--- config.mk ---
export PLATFORM = sky130hd
export DESIGN_NAME = cooperative_task_scheduler_queues_core
export DESIGN_NICKNAME = d
export VERILOG_FILES = /design/src/rtl/core/ctsq_pkg.sv /design/src/rtl/core/cooperative_task_scheduler_queues_core.sv /design/src/rtl/core/ctsq_ram.sv
export SDC_FILE = /design/constraint.sdc
export NUM_CORES = 1
export LEC_CHECK = 0
export BUFFER_PORTS_ARGS = -buffer_cell sky130_fd_sc_hd__buf_4
export CAP_MARGIN = 5
export CORE_UTILIZATION = 60
export CTS_CLUSTER_SIZE = 28
export DETAILED_ROUTE_END_ITERATION = 10
export PLACE_DENSITY = 0.77
export SLEW_MARGIN = 20
export SYNTH_ARGS = -nofsm -noshare
export SYNTH_HDL_FRONTEND = slang
export SYNTH_SLANG_ARGS = --single-unit
export TNS_END_PERCENT = 20
--- constraint.sdc ---
create_clock -name clk -period 4.45 [get_ports clk]
set_input_delay 0.89 -clock clk [delete_from_list [all_inputs] [get_ports clk]]
set_output_delay 0.89 -clock clk [all_outputs]
set_load 0.03 [all_outputs]
--- src/rtl/core/ctsq_pkg.sv ---
package ctsq_pkg;

  localparam int READY_DEPTH  = 16;
  localparam int DELAY_DEPTH  = 16;
  localparam int TASK_ID_BITS = 8;
  localparam int TICK_BITS    = 16;
  localparam int PRIO_W       = 4;
  localparam int EXP_W        = 5;

  localparam int RA_W = $clog2(READY_DEPTH);
  localparam int RC_W = $clog2(READY_DEPTH + 1);
  localparam int DA_W = $clog2(DELAY_DEPTH);
  localparam int DC_W = $clog2(DELAY_DEPTH + 1);

  localparam int READY_W = TASK_ID_BITS + PRIO_W;
  localparam int DELAY_W = TASK_ID_BITS + TICK_BITS;

  localparam logic [PRIO_W-1:0] LOWEST_RESET = PRIO_W'(8);

  typedef enum logic [1:0] {
    REQ_ADD      = 2'd0,
    REQ_DISPATCH = 2'd1,
    REQ_TICK     = 2'd2,
    REQ_RERUN    = 2'd3
  } req_t;

  typedef enum logic [1:0] {
    ST_DONE       = 2'd0,
    ST_DISPATCHED = 2'd1,
    ST_EMPTY      = 2'd2,
    ST_DROPPED    = 2'd3
  } status_t;

endpackage

--- src/rtl/core/cooperative_task_scheduler_queues_core.sv ---
// Task scheduler with a priority-sorted ready queue and a tick-sorted delay queue.
// Input: pulse start with in_req_type and its operands while busy is low; the
// item is taken at that edge and busy stays high through the result cycle.
// Requests: add (in_task_id, in_priority_req clamped to 0..lowest), dispatch
// (pop the ready head), tick (in_amount elapsed ticks), rerun of the current
// task (in_amount delay, zero requeues it as ready).
// Result: out_valid is high for exactly one cycle with out_status, out_task_id
// and out_expired_count; the receiver cannot stall, so nothing waits.
// Storage: both queues live in RAMs with one read port and a registered read;
// each step of an insertion or shift takes a read and a write. A tick reads
// the delay entries in order, inserts each expired one into the ready queue,
// then shifts the remaining entries down with the elapsed ticks subtracted.
// Throughput: one item at a time; busy drops the cycle after out_valid.
// cfg_we writes lowest priority (cfg_wdata); the user must assert it only while
// the block is idle, since the block itself does not enforce this.
// Reset (rst_n low, synchronous) empties both queues, clears the current task
// and sets lowest priority to 8; queue RAM contents are not cleared.
module cooperative_task_scheduler_queues_core (
  input  logic                                 clk,
  input  logic                                 rst_n,
  input  logic                                 start,
  output logic                                 busy,
  input  logic [1:0]                           in_req_type,
  input  logic [ctsq_pkg::TASK_ID_BITS-1:0]    in_task_id,
  input  logic signed [4:0]                    in_priority_req,
  input  logic [ctsq_pkg::TICK_BITS-1:0]       in_amount,
  output logic                                 out_valid,
  output logic [1:0]                           out_status,
  output logic [ctsq_pkg::TASK_ID_BITS-1:0]    out_task_id,
  output logic [ctsq_pkg::EXP_W-1:0]           out_expired_count,
  input  logic                                 cfg_we,
  input  logic [ctsq_pkg::PRIO_W-1:0]          cfg_wdata
);

  localparam int TW = ctsq_pkg::TASK_ID_BITS;
  localparam int PW = ctsq_pkg::PRIO_W;
  localparam int KW = ctsq_pkg::TICK_BITS;

  typedef enum logic [14:0] {
    S_IDLE    = 15'b000000000000001,
    S_RSTART  = 15'b000000000000010,
    S_RCHK    = 15'b000000000000100,
    S_RCMP    = 15'b000000000001000,
    S_DGOT    = 15'b000000000010000,
    S_DRD     = 15'b000000000100000,
    S_DWR     = 15'b000000001000000,
    S_TCHK    = 15'b000000010000000,
    S_TEVAL   = 15'b000000100000000,
    S_CRD     = 15'b000001000000000,
    S_CWR     = 15'b000010000000000,
    S_DISTART = 15'b000100000000000,
    S_DICHK   = 15'b001000000000000,
    S_DICMP   = 15'b010000000000000,
    S_FIN     = 15'b100000000000000
  } state_t;

  state_t                        state_r, state_nxt;
  logic [PW-1:0]                 lowest_r;
  logic [ctsq_pkg::RC_W-1:0]     rcount_r, rcount_nxt, ri_r, ri_nxt;
  logic [ctsq_pkg::DC_W-1:0]     dcount_r, dcount_nxt, dj_r, dj_nxt, tj_r, tj_nxt;
  logic [TW-1:0]                 cur_task_r, cur_task_nxt, ins_task_r, ins_task_nxt;
  logic [PW-1:0]                 cur_prio_r, cur_prio_nxt, ins_prio_r, ins_prio_nxt;
  logic [KW-1:0]                 amt_r, amt_nxt;
  logic                          tick_r, tick_nxt;
  logic [1:0]                    status_r, status_nxt;
  logic [TW-1:0]                 oid_r, oid_nxt;
  logic [ctsq_pkg::EXP_W-1:0]    exp_r, exp_nxt;

  logic                          rq_we, dq_we;
  logic [ctsq_pkg::RA_W-1:0]     rq_waddr, rq_raddr;
  logic [ctsq_pkg::DA_W-1:0]     dq_waddr, dq_raddr;
  logic [ctsq_pkg::READY_W-1:0]  rq_wdata, rq_rdata;
  logic [ctsq_pkg::DELAY_W-1:0]  dq_wdata, dq_rdata;

  logic [TW-1:0]                 r_task, d_task;
  logic [PW-1:0]                 r_prio, clamp_prio;
  logic [KW-1:0]                 d_left;
  logic [ctsq_pkg::RC_W-1:0]     ri_m1;
  logic [ctsq_pkg::DC_W-1:0]     dj_m1, dj_off;

  assign r_task = rq_rdata[ctsq_pkg::READY_W-1:PW];
  assign r_prio = rq_rdata[PW-1:0];
  assign d_task = dq_rdata[ctsq_pkg::DELAY_W-1:KW];
  assign d_left = dq_rdata[KW-1:0];
  assign ri_m1  = ri_r - 1'b1;
  assign dj_m1  = dj_r - 1'b1;
  assign dj_off = dj_r - tj_r;

  always_comb begin
    if (in_priority_req[4]) begin
      clamp_prio = '0;
    end else if (in_priority_req[3:0] > lowest_r) begin
      clamp_prio = lowest_r;
    end else begin
      clamp_prio = in_priority_req[3:0];
    end
  end

  ctsq_ram #(.WIDTH(ctsq_pkg::READY_W), .DEPTH(ctsq_pkg::READY_DEPTH)) u_ready_ram (
    .clk   (clk),
    .we    (rq_we),
    .waddr (rq_waddr),
    .wdata (rq_wdata),
    .raddr (rq_raddr),
    .rdata (rq_rdata)
  );

  ctsq_ram #(.WIDTH(ctsq_pkg::DELAY_W), .DEPTH(ctsq_pkg::DELAY_DEPTH)) u_delay_ram (
    .clk   (clk),
    .we    (dq_we),
    .waddr (dq_waddr),
    .wdata (dq_wdata),
    .raddr (dq_raddr),
    .rdata (dq_rdata)
  );

  always_comb begin
    state_nxt    = state_r;
    rcount_nxt   = rcount_r;
    dcount_nxt   = dcount_r;
    ri_nxt       = ri_r;
    dj_nxt       = dj_r;
    tj_nxt       = tj_r;
    cur_task_nxt = cur_task_r;
    cur_prio_nxt = cur_prio_r;
    ins_task_nxt = ins_task_r;
    ins_prio_nxt = ins_prio_r;
    amt_nxt      = amt_r;
    tick_nxt     = tick_r;
    status_nxt   = status_r;
    oid_nxt      = oid_r;
    exp_nxt      = exp_r;
    rq_we        = 1'b0;
    rq_waddr     = ri_r[ctsq_pkg::RA_W-1:0];
    rq_wdata     = {ins_task_r, ins_prio_r};
    rq_raddr     = ri_m1[ctsq_pkg::RA_W-1:0];
    dq_we        = 1'b0;
    dq_waddr     = dj_r[ctsq_pkg::DA_W-1:0];
    dq_wdata     = {ins_task_r, amt_r};
    dq_raddr     = dj_m1[ctsq_pkg::DA_W-1:0];
    case (state_r)
      S_IDLE: begin
        if (start) begin
          amt_nxt    = in_amount;
          status_nxt = ctsq_pkg::ST_DONE;
          oid_nxt    = '0;
          exp_nxt    = '0;
          tick_nxt   = 1'b0;
          case (in_req_type)
            ctsq_pkg::REQ_ADD: begin
              ins_task_nxt = in_task_id;
              ins_prio_nxt = clamp_prio;
              state_nxt    = S_RSTART;
            end
            ctsq_pkg::REQ_DISPATCH: begin
              if (rcount_r == '0) begin
                status_nxt = ctsq_pkg::ST_EMPTY;
                state_nxt  = S_FIN;
              end else begin
                rq_raddr  = '0;
                state_nxt = S_DGOT;
              end
            end
            ctsq_pkg::REQ_TICK: begin
              tick_nxt  = 1'b1;
              tj_nxt    = '0;
              state_nxt = S_TCHK;
            end
            default: begin
              ins_task_nxt = cur_task_r;
              ins_prio_nxt = cur_prio_r;
              state_nxt    = (in_amount == '0) ? S_RSTART : S_DISTART;
            end
          endcase
        end
      end
      S_RSTART: begin
        if (rcount_r == ctsq_pkg::RC_W'(ctsq_pkg::READY_DEPTH)) begin
          status_nxt = ctsq_pkg::ST_DROPPED;
          state_nxt  = tick_r ? S_TCHK : S_FIN;
        end else begin
          ri_nxt    = rcount_r;
          state_nxt = S_RCHK;
        end
      end
      S_RCHK: begin
        if (ri_r == '0) begin
          rq_we      = 1'b1;
          rcount_nxt = rcount_r + 1'b1;
          if (tick_r) begin
            if (exp_r != '1) exp_nxt = exp_r + 1'b1;
            state_nxt = S_TCHK;
          end else begin
            state_nxt = S_FIN;
          end
        end else begin
          state_nxt = S_RCMP;
        end
      end
      S_RCMP: begin
        rq_we = 1'b1;
        if (r_prio > ins_prio_r) begin
          rq_wdata  = rq_rdata;
          ri_nxt    = ri_m1;
          state_nxt = S_RCHK;
        end else begin
          rcount_nxt = rcount_r + 1'b1;
          if (tick_r) begin
            if (exp_r != '1) exp_nxt = exp_r + 1'b1;
            state_nxt = S_TCHK;
          end else begin
            state_nxt = S_FIN;
          end
        end
      end
      S_DGOT: begin
        cur_task_nxt = r_task;
        cur_prio_nxt = r_prio;
        oid_nxt      = r_task;
        status_nxt   = ctsq_pkg::ST_DISPATCHED;
        ri_nxt       = ctsq_pkg::RC_W'(1);
        state_nxt    = S_DRD;
      end
      S_DRD: begin
        if (ri_r < rcount_r) begin
          rq_raddr  = ri_r[ctsq_pkg::RA_W-1:0];
          state_nxt = S_DWR;
        end else begin
          rcount_nxt = rcount_r - 1'b1;
          state_nxt  = S_FIN;
        end
      end
      S_DWR: begin
        rq_we     = 1'b1;
        rq_waddr  = ri_m1[ctsq_pkg::RA_W-1:0];
        rq_wdata  = rq_rdata;
        ri_nxt    = ri_r + 1'b1;
        state_nxt = S_DRD;
      end
      S_TCHK: begin
        if (tj_r < dcount_r) begin
          dq_raddr  = tj_r[ctsq_pkg::DA_W-1:0];
          state_nxt = S_TEVAL;
        end else begin
          dj_nxt    = tj_r;
          state_nxt = S_CRD;
        end
      end
      S_TEVAL: begin
        if (d_left <= amt_r) begin
          ins_task_nxt = d_task;
          ins_prio_nxt = '0;
          tj_nxt       = tj_r + 1'b1;
          state_nxt    = S_RSTART;
        end else begin
          dj_nxt    = tj_r;
          state_nxt = S_CRD;
        end
      end
      S_CRD: begin
        if (dj_r < dcount_r) begin
          dq_raddr  = dj_r[ctsq_pkg::DA_W-1:0];
          state_nxt = S_CWR;
        end else begin
          dcount_nxt = dcount_r - tj_r;
          state_nxt  = S_FIN;
        end
      end
      S_CWR: begin
        dq_we     = 1'b1;
        dq_waddr  = dj_off[ctsq_pkg::DA_W-1:0];
        dq_wdata  = {d_task, d_left - amt_r};
        dj_nxt    = dj_r + 1'b1;
        state_nxt = S_CRD;
      end
      S_DISTART: begin
        if (dcount_r == ctsq_pkg::DC_W'(ctsq_pkg::DELAY_DEPTH)) begin
          status_nxt = ctsq_pkg::ST_DROPPED;
          state_nxt  = S_FIN;
        end else begin
          dj_nxt    = dcount_r;
          state_nxt = S_DICHK;
        end
      end
      S_DICHK: begin
        if (dj_r == '0) begin
          dq_we      = 1'b1;
          dcount_nxt = dcount_r + 1'b1;
          state_nxt  = S_FIN;
        end else begin
          state_nxt = S_DICMP;
        end
      end
      S_DICMP: begin
        dq_we = 1'b1;
        if (d_left > amt_r) begin
          dq_wdata  = dq_rdata;
          dj_nxt    = dj_m1;
          state_nxt = S_DICHK;
        end else begin
          dcount_nxt = dcount_r + 1'b1;
          state_nxt  = S_FIN;
        end
      end
      S_FIN: begin
        state_nxt = S_IDLE;
      end
      default: begin
        state_nxt = S_IDLE;
      end
    endcase
  end

  always_ff @(posedge clk) begin
    if (!rst_n) begin
      state_r    <= S_IDLE;
      lowest_r   <= ctsq_pkg::LOWEST_RESET;
      rcount_r   <= '0;
      dcount_r   <= '0;
      cur_task_r <= '0;
      cur_prio_r <= '0;
      tick_r     <= 1'b0;
    end else begin
      state_r    <= state_nxt;
      rcount_r   <= rcount_nxt;
      dcount_r   <= dcount_nxt;
      cur_task_r <= cur_task_nxt;
      cur_prio_r <= cur_prio_nxt;
      tick_r     <= tick_nxt;
      if (cfg_we) begin
        lowest_r <= cfg_wdata;
      end
    end
  end

  always_ff @(posedge clk) begin
    ri_r       <= ri_nxt;
    dj_r       <= dj_nxt;
    tj_r       <= tj_nxt;
    ins_task_r <= ins_task_nxt;
    ins_prio_r <= ins_prio_nxt;
    amt_r      <= amt_nxt;
    status_r   <= status_nxt;
    oid_r      <= oid_nxt;
    exp_r      <= exp_nxt;
  end

  assign busy              = (state_r != S_IDLE);
  assign out_valid         = (state_r == S_FIN);
  assign out_status        = status_r;
  assign out_task_id       = oid_r;
  assign out_expired_count = exp_r;

endmodule

--- src/rtl/core/ctsq_ram.sv ---
module ctsq_ram #(
  parameter int WIDTH = 8,
  parameter int DEPTH = 16
) (
  input  logic                     clk,
  input  logic                     we,
  input  logic [$clog2(DEPTH)-1:0] waddr,
  input  logic [WIDTH-1:0]         wdata,
  input  logic [$clog2(DEPTH)-1:0] raddr,
  output logic [WIDTH-1:0]         rdata
);

  logic [WIDTH-1:0] mem [DEPTH];

  always_ff @(posedge clk) begin
    if (we) begin
      mem[waddr] <= wdata;
    end
    rdata <= mem[raddr];
  end

endmodule

## Word-level counts from Yosys, hierarchy flattened

Memories as Yosys holds them, arrays and structs flattened. A register that Yosys moved wholly into a read port is not among the register bits.
Index checks and enable logic that the tools add are counted.

- Register bits after elaboration: 100
- RAM bits: 576
- Input bits: 39
- Output and inout bits: 17
- Logic and storage cells: 186
- Memories kept: 2

Memories:

| memory | words | bits a word | read ports | clocked after memory_dff | write ports | line | text |
|---|---|---|---|---|---|---|---|
| u_delay_ram.mem | 16 | 24 | 1 | 1 | 1 | ctsq_ram.sv:13 | `logic [WIDTH-1:0] mem [DEPTH];` |
| u_ready_ram.mem | 16 | 12 | 1 | 1 | 1 | ctsq_ram.sv:13 |  |

- Add/sub/neg operators: 12
- $lt $le $gt $ge: 7
- Equal/unequal tests: 39
- Multiplexer cells: 83
- Reduce and logical (&&, ||, !) cells: 27

Operators by type and width:

| operator | count |
|---|---|
| 15-bit one-hot mux with 13 select lines | 1 |
| 15-bit two-way mux | 11 |
| 5-bit two-way mux | 20 |
| 4-bit two-way mux | 12 |
| 24-bit one-hot mux with 2 select lines | 1 |
| 8-bit one-hot mux with 2 select lines | 3 |
| 15-bit one-hot mux with 3 select lines | 1 |
| 5-bit one-hot mux with 3 select lines | 3 |
| 2-bit inequality test, second input constant | 17 |
| 4-bit one-hot mux with 2 select lines | 4 |
| 5-bit by 1-bit adder with 5-bit output, second input constant | 6 |
| 5-bit one-hot mux with 5 select lines | 1 |
| 12-bit two-way mux | 2 |
| 24-bit two-way mux | 1 |
| 8-bit two-way mux | 3 |
| 12-bit one-hot mux with 2 select lines | 1 |
| 4-bit AND reduction | 6 |
| 10-bit two-way mux | 2 |
| 5-bit one-hot mux with 4 select lines | 1 |
| 16-bit > comparator | 1 |
| 16-bit <= comparator | 1 |
| 16-bit zero test | 1 |
| 16-bit subtractor | 1 |
| 15-bit by 1-bit == test with 1-bit output, second input constant | 1 |
| 40 further kinds | 67 |

## Longest topological paths before layout

- Word-level depth: 6
- Depth in mapped cells: 14
- Depth with buffers taken out: 13

## Hierarchy

A second synthesis with hierarchy kept.

- Cells, all modules: 1840
- Area, all modules: 30096.4 um^2

By module, submodules not included:

| module | times used | cells each | area an instance (um^2) | sequential area each (um^2) |
|---|---|---|---|---|
| ctsq_ram at u_delay_ram | 1 | 636 | 14930.6 | 12011.5 |
| ctsq_ram at u_ready_ram | 1 | 329 | 7599.8 | 6005.8 |
| cooperative_task_scheduler_queues_core | 1 | 875 | 7566.0 | 2582.5 |

## Least setup slack after synthesis

No wires, ideal clock.

- Path type: register to register
- Start: reg state_r[14]
- End: mem u_delay_ram.mem[12][0] (netlist name) (enable)
- Library setup time: 0.405 ns
- Arrival: 3.323 ns
- Required time: 4.045 ns
- Slack: 0.723 ns
- Stages on the path, launching flop included: 10
- Buffers on the path: 1
- Period minus slack after synthesis: 3.727 ns
- Cell sequence: dfxtp_1 -> nor4_1 -> and4bb_1 -> nand2_1 -> nor3b_1 -> clkbuf_1 -> nand2_1 -> nand2_1 -> nand2_1 -> nor2_1

- Longest elaborated chain between the ends: 5
- Elaborated cells on any way between the ends: 8
- Those cells by class: eq/ne: 3; mux: 4; reduce/logical: 1

Ends and longest elaborated chain:

| what | line | text |
|---|---|---|
| start: declaration | cooperative_task_scheduler_queues_core.sv:57 | `state_t state_r, state_nxt;` |
| start signal: assignment | cooperative_task_scheduler_queues_core.sv:324 | `state_r <= state_nxt;` |
| 15-bit by 14-bit == test with 1-bit output or 15-bit by 11-bit == test with 1-bit output (tied branches) | cooperative_task_scheduler_queues_core.sv:141 | `case (state_r)` |
| 2-bit OR reduction (no source line) | n/a |  |
| 1-bit one-hot mux with 2 select lines | cooperative_task_scheduler_queues_core.sv:141 |  |
| 1-bit two-way mux | ctsq_ram.sv:16 | `if (we) begin` |
| 1-bit two-way mux (not written as such) | ctsq_ram.sv:17 | `mem[waddr] <= wdata;` |
| end: declaration | ctsq_ram.sv:13 |  |

Several ways; a longest one is shown, not always the timed one.

## Worst setup path after layout

- Start: reg tj_r[1] (netlist name)
- End: reg u_delay_ram.rdata[15] (read register of u_delay_ram.mem)

- Longest elaborated chain between the ends: 3

Ends and longest elaborated chain:

| what | line | text |
|---|---|---|
| start: declaration | cooperative_task_scheduler_queues_core.sv:60 | `logic [ctsq_pkg::DC_W-1:0] dcount_r, dcount_nxt, dj_r, dj_nxt, tj_r, tj_nxt;` |
| start signal: assignment | cooperative_task_scheduler_queues_core.sv:339 | `tj_r <= tj_nxt;` |
| 5-bit less-than comparator | cooperative_task_scheduler_queues_core.sv:241 | `if (tj_r < dcount_r) begin` |
| 4-bit two-way mux * | cooperative_task_scheduler_queues_core.sv:241 |  |
| 4-bit one-hot mux with 2 select lines * | cooperative_task_scheduler_queues_core.sv:141 |  |
| end: declaration | ctsq_ram.sv:10 | `output logic [WIDTH-1:0] rdata` |

Every way passes the cells marked *; elsewhere a longest branch is shown, timed or not.
A chain may end at the register's enable or synchronous reset.

==> results.json <==
{
  "wl_per_cell_um": 23.60,
  "crit_fanout": 71,
  "clkTransAtPathRegs_ns": 0.06,
  "pre_cts_ws_ns": 0.3894,
  "synthTopCellsByArea": "edfxtp_1, mux2i_1, dfxtp_1",
  "required_ns": 4.91,
  "cts_root_buf": "clkbuf_16",
  "startpoint_type": "flip-flop",
  "final_max_slew_viol_count": 0,
  "switching_share_pct": 22.69,
  "clock-sinks": 712,
  "synth_top_area_share_pct": 62.10,
  "arrival_ns": 4.56,
  "synthArstFlopShare_pct": 0,
  "pwr-share-seq_pct": 52.2,
  "comb_power_share_pct": 8.5,
  "num_rows": 82,
  "fin_nets": 2427,
  "setup-tns-final_ns": 0,
  "period_needed_ns": 4.101,
  "coreArea_um2": 50270,
  "ant_nets": 0,
  "netlist_instances": 2223,
  "start_util_pct": 60.99,
  "vias": 19493,
  "drt-total-wl_um": 72110,
  "cts_tree": "built",
  "drt_pass1_iterations": 5,
  "layout_common_cells": "edfxtp_1, nand2_1, mux2i_1",
  "syn-mean-instance-area_um2": 13.79,
  "synth_flop_cell": "edfxtp_1",
  "drc_errors": 0,
  "reg2reg_depth": 11,
  "post_drt_via_cell_ratio": 6.381,
  "dieArea_um2": 52010,
  "hold_viol_final": 0,
  "final_common_cell": "edfxtp_1",
  "post-dp-hpwl_um": 44030,
  "power.density_nw_per_um2": 425.3,
  "ys_ff_latch": 712,
  "antenna_found_initial": 0,
  "ys_types": 78,
  "end_kind": "flip-flop",
  "cts-buffers-inserted": 71,
  "holdBufCountCts": 0,
  "grt_pass1_vias": 19046,
  "synth_largest_area_cell": "edfxtp_1",
  "grt_usage_pct": 27.60,
  "finalSetupViolations": 0,
  "worst_slack_ns": 0.3487,
  "hold_class": "flip-flop to flip-flop",
  "grt_setup_unrepaired": "no",
  "fmax_ghz": 0.2438,
  "cts_buffer_depth": 3,
  "grt_max_degree": 72,
  "slew_headroom_pct": 31.24,
  "fin_skew_ns": 0.02482,
  "clk-insertion-delay-late_ns": 0.62,
  "overflow": 0,
  "n_antenna_cell": 0,
  "mappedNetlistArea_um2": 30660,
  "die_h_um": 228.1,
  "net-switching-power_mw": 3.346,
  "vdd_drop_max_mv": 0.3455,
  "drive_gt1_share_pct": 14.10,
  "tightest_slew_ns": 1.029,
  "hold_path_depth": 2,
  "synth_edf_count": 634,
  "cts_resized": 0,
  "drt_iter0_drc": 1925,
  "rrSetupSlack_ns": 0.35,
  "layout.area.seq_um2": 20600,
  "crit_type": "flip-flop to flip-flop",
  "syn_nets": 2323,
  "power_frac_clock_pct": 39.3,
  "p_leak_nw": 12.58,
  "grt_pass1_wl_um": 109800,
  "synth_seq_area_share_pct": 67.19,
  "outcome": "finished, final reports clean",
  "ys_warn_count": 0,
  "gp_congestion": 0.9176,
  "timing.final.crit_share_pct": 92.16,
  "multi_input_area_um2": 9422,
  "final_cells": 3055,
  "port_buffers": 55,
  "io_pins": 56,
  "cts_setup_buffers": 0,
  "areaGrowthSynthToFinish_pct": 13.11,
  "die_x_um": 228.1,
  "internal_power_mw": 11.40,
  "dp.cells": 2926,
  "htree_levels": 3,
  "final.fill_count": 3372,
  "max_cap_violations": 0
}
[cells by family after synthesis]
kind of cell               after synthesis  share of synthesized area [%]
DFF                                    712                          67.19
and+or+nand+nor                        513                          7.921
xor gates and xnor gates                30                         0.8570
muxes                                  254                          8.468
AOI/OAI and AO/OA                      467                          10.38
buffers and inverters                  186                          2.596
adders and majority gates               61                          2.587
[cell usage after synthesis (7+ instances only)]
cell type	instances
a221o_1	14
inv_1	66
nor2b_1	7
a21o_1	14
buf_4	11
nand2b_1	11
a221oi_2	11
mux2i_1	211
nor3b_1	7
clkbuf_1	72
nand2_1	224
xor2_1	13
buf_1	7
a22oi_1	21
buf_2	21
nand4_1	12
a31oi_1	9
o221ai_1	18
nand3_1	19
dfxtp_1	78
xnor2_1	17
or4_1	25
nor2_1	118
nor4_1	8
o21ai_1	29
a221oi_1	86
edfxtp_1	634
o21ai_0	49
ha_1	57
or3_1	7
mux2_2	37
nor3_1	31
a21oi_1	163
nand4b_1	7
[per-stage QoR]
stage                     utilization (%)  hold WS (ns)  total power, mW  cell area (um^2)
final                               68.98        0.4523            14.75             34680
after global routing                68.98        0.4466            15.17             34680
after CTS                           68.97        0.4380            14.81             34670
after detailed placement            64.46        0.4423            9.076             32410
after global placement              64.46        0.4372            9.017             32410
after floorplan                         -        0.4313            8.623             30660
[power groups by stage]
stage                     logic [mW]  registers, mW  clock network, mW
after global routing            1.36           7.71               6.10
final                           1.26           7.70               5.79
after CTS                       1.25           7.70               5.87
after detailed placement        1.24           7.84                  0
after global placement          1.18           7.83                  0
after floorplan                0.779           7.84                  0
[per-layer routing]
layer  GRT usage (%)  vias up  share of wire, %
li1                -     8790                 -
met1           36.96     9696                41
met2           45.63      849                49
met3           4.600      158               7.3
met4           10.23        0               3.1
met5               0        -                 0
[state kept, by name, indices dropped and copies added, names as in the netlist, 4 cells and up]
name               flops
amt_r                 16
cur_prio_r             4
cur_task_r             8
dcount_r               5
dj_r                   5
ins_prio_r             4
ins_task_r             8
lowest_r               4
out_expired_count      5
out_task_id            8
rcount_r               5
ri_r                   5
state_r               15
tj_r                   5
u_delay_ram.mem      384
u_delay_ram.rdata     24
u_ready_ram.mem      192
u_ready_ram.rdata     12
[worst paths after layout]
| check | startpoint | to |
|---|---|---|
| worst min register to register | cur_prio_r[1] | cur_prio_r[1] |
| worst max register to register | tj_r[1] | u_delay_ram.rdata[15] |
| worst min-delay path | cur_prio_r[1] | cur_prio_r[1] |
| worst max-delay path | tj_r[1] | u_delay_ram.rdata[15] |
[cell type report]
| cell class | count | area share (%) |
|---|---|---|
| Clock inverter | 28 | 0.7577 |
| Inverter | 71 | 0.7685 |
| Multi-Input combinational cell | 1325 | 27.17 |
| Clock buffer | 101 | 5.776 |
| Sequential cell | 712 | 59.40 |
| Timing Repair Buffer | 146 | 3.702 |
| Tap cell | 672 | 2.425 |
[critical path, cell delays in order, from the launching register on]
cell      delay (ns)
edfxtp_1        0.50
inv_1           0.15
ha_1            0.32
nor2b_1         0.18
o31ai_1         0.08
a21oi_1         0.55
mux2i_1         0.26
nand2_4         0.50
buf_12          0.40
mux2i_1         0.30
a221oi_2        0.09
or4_1           0.53
Note: power is estimated with default switching activity, not from simulation.
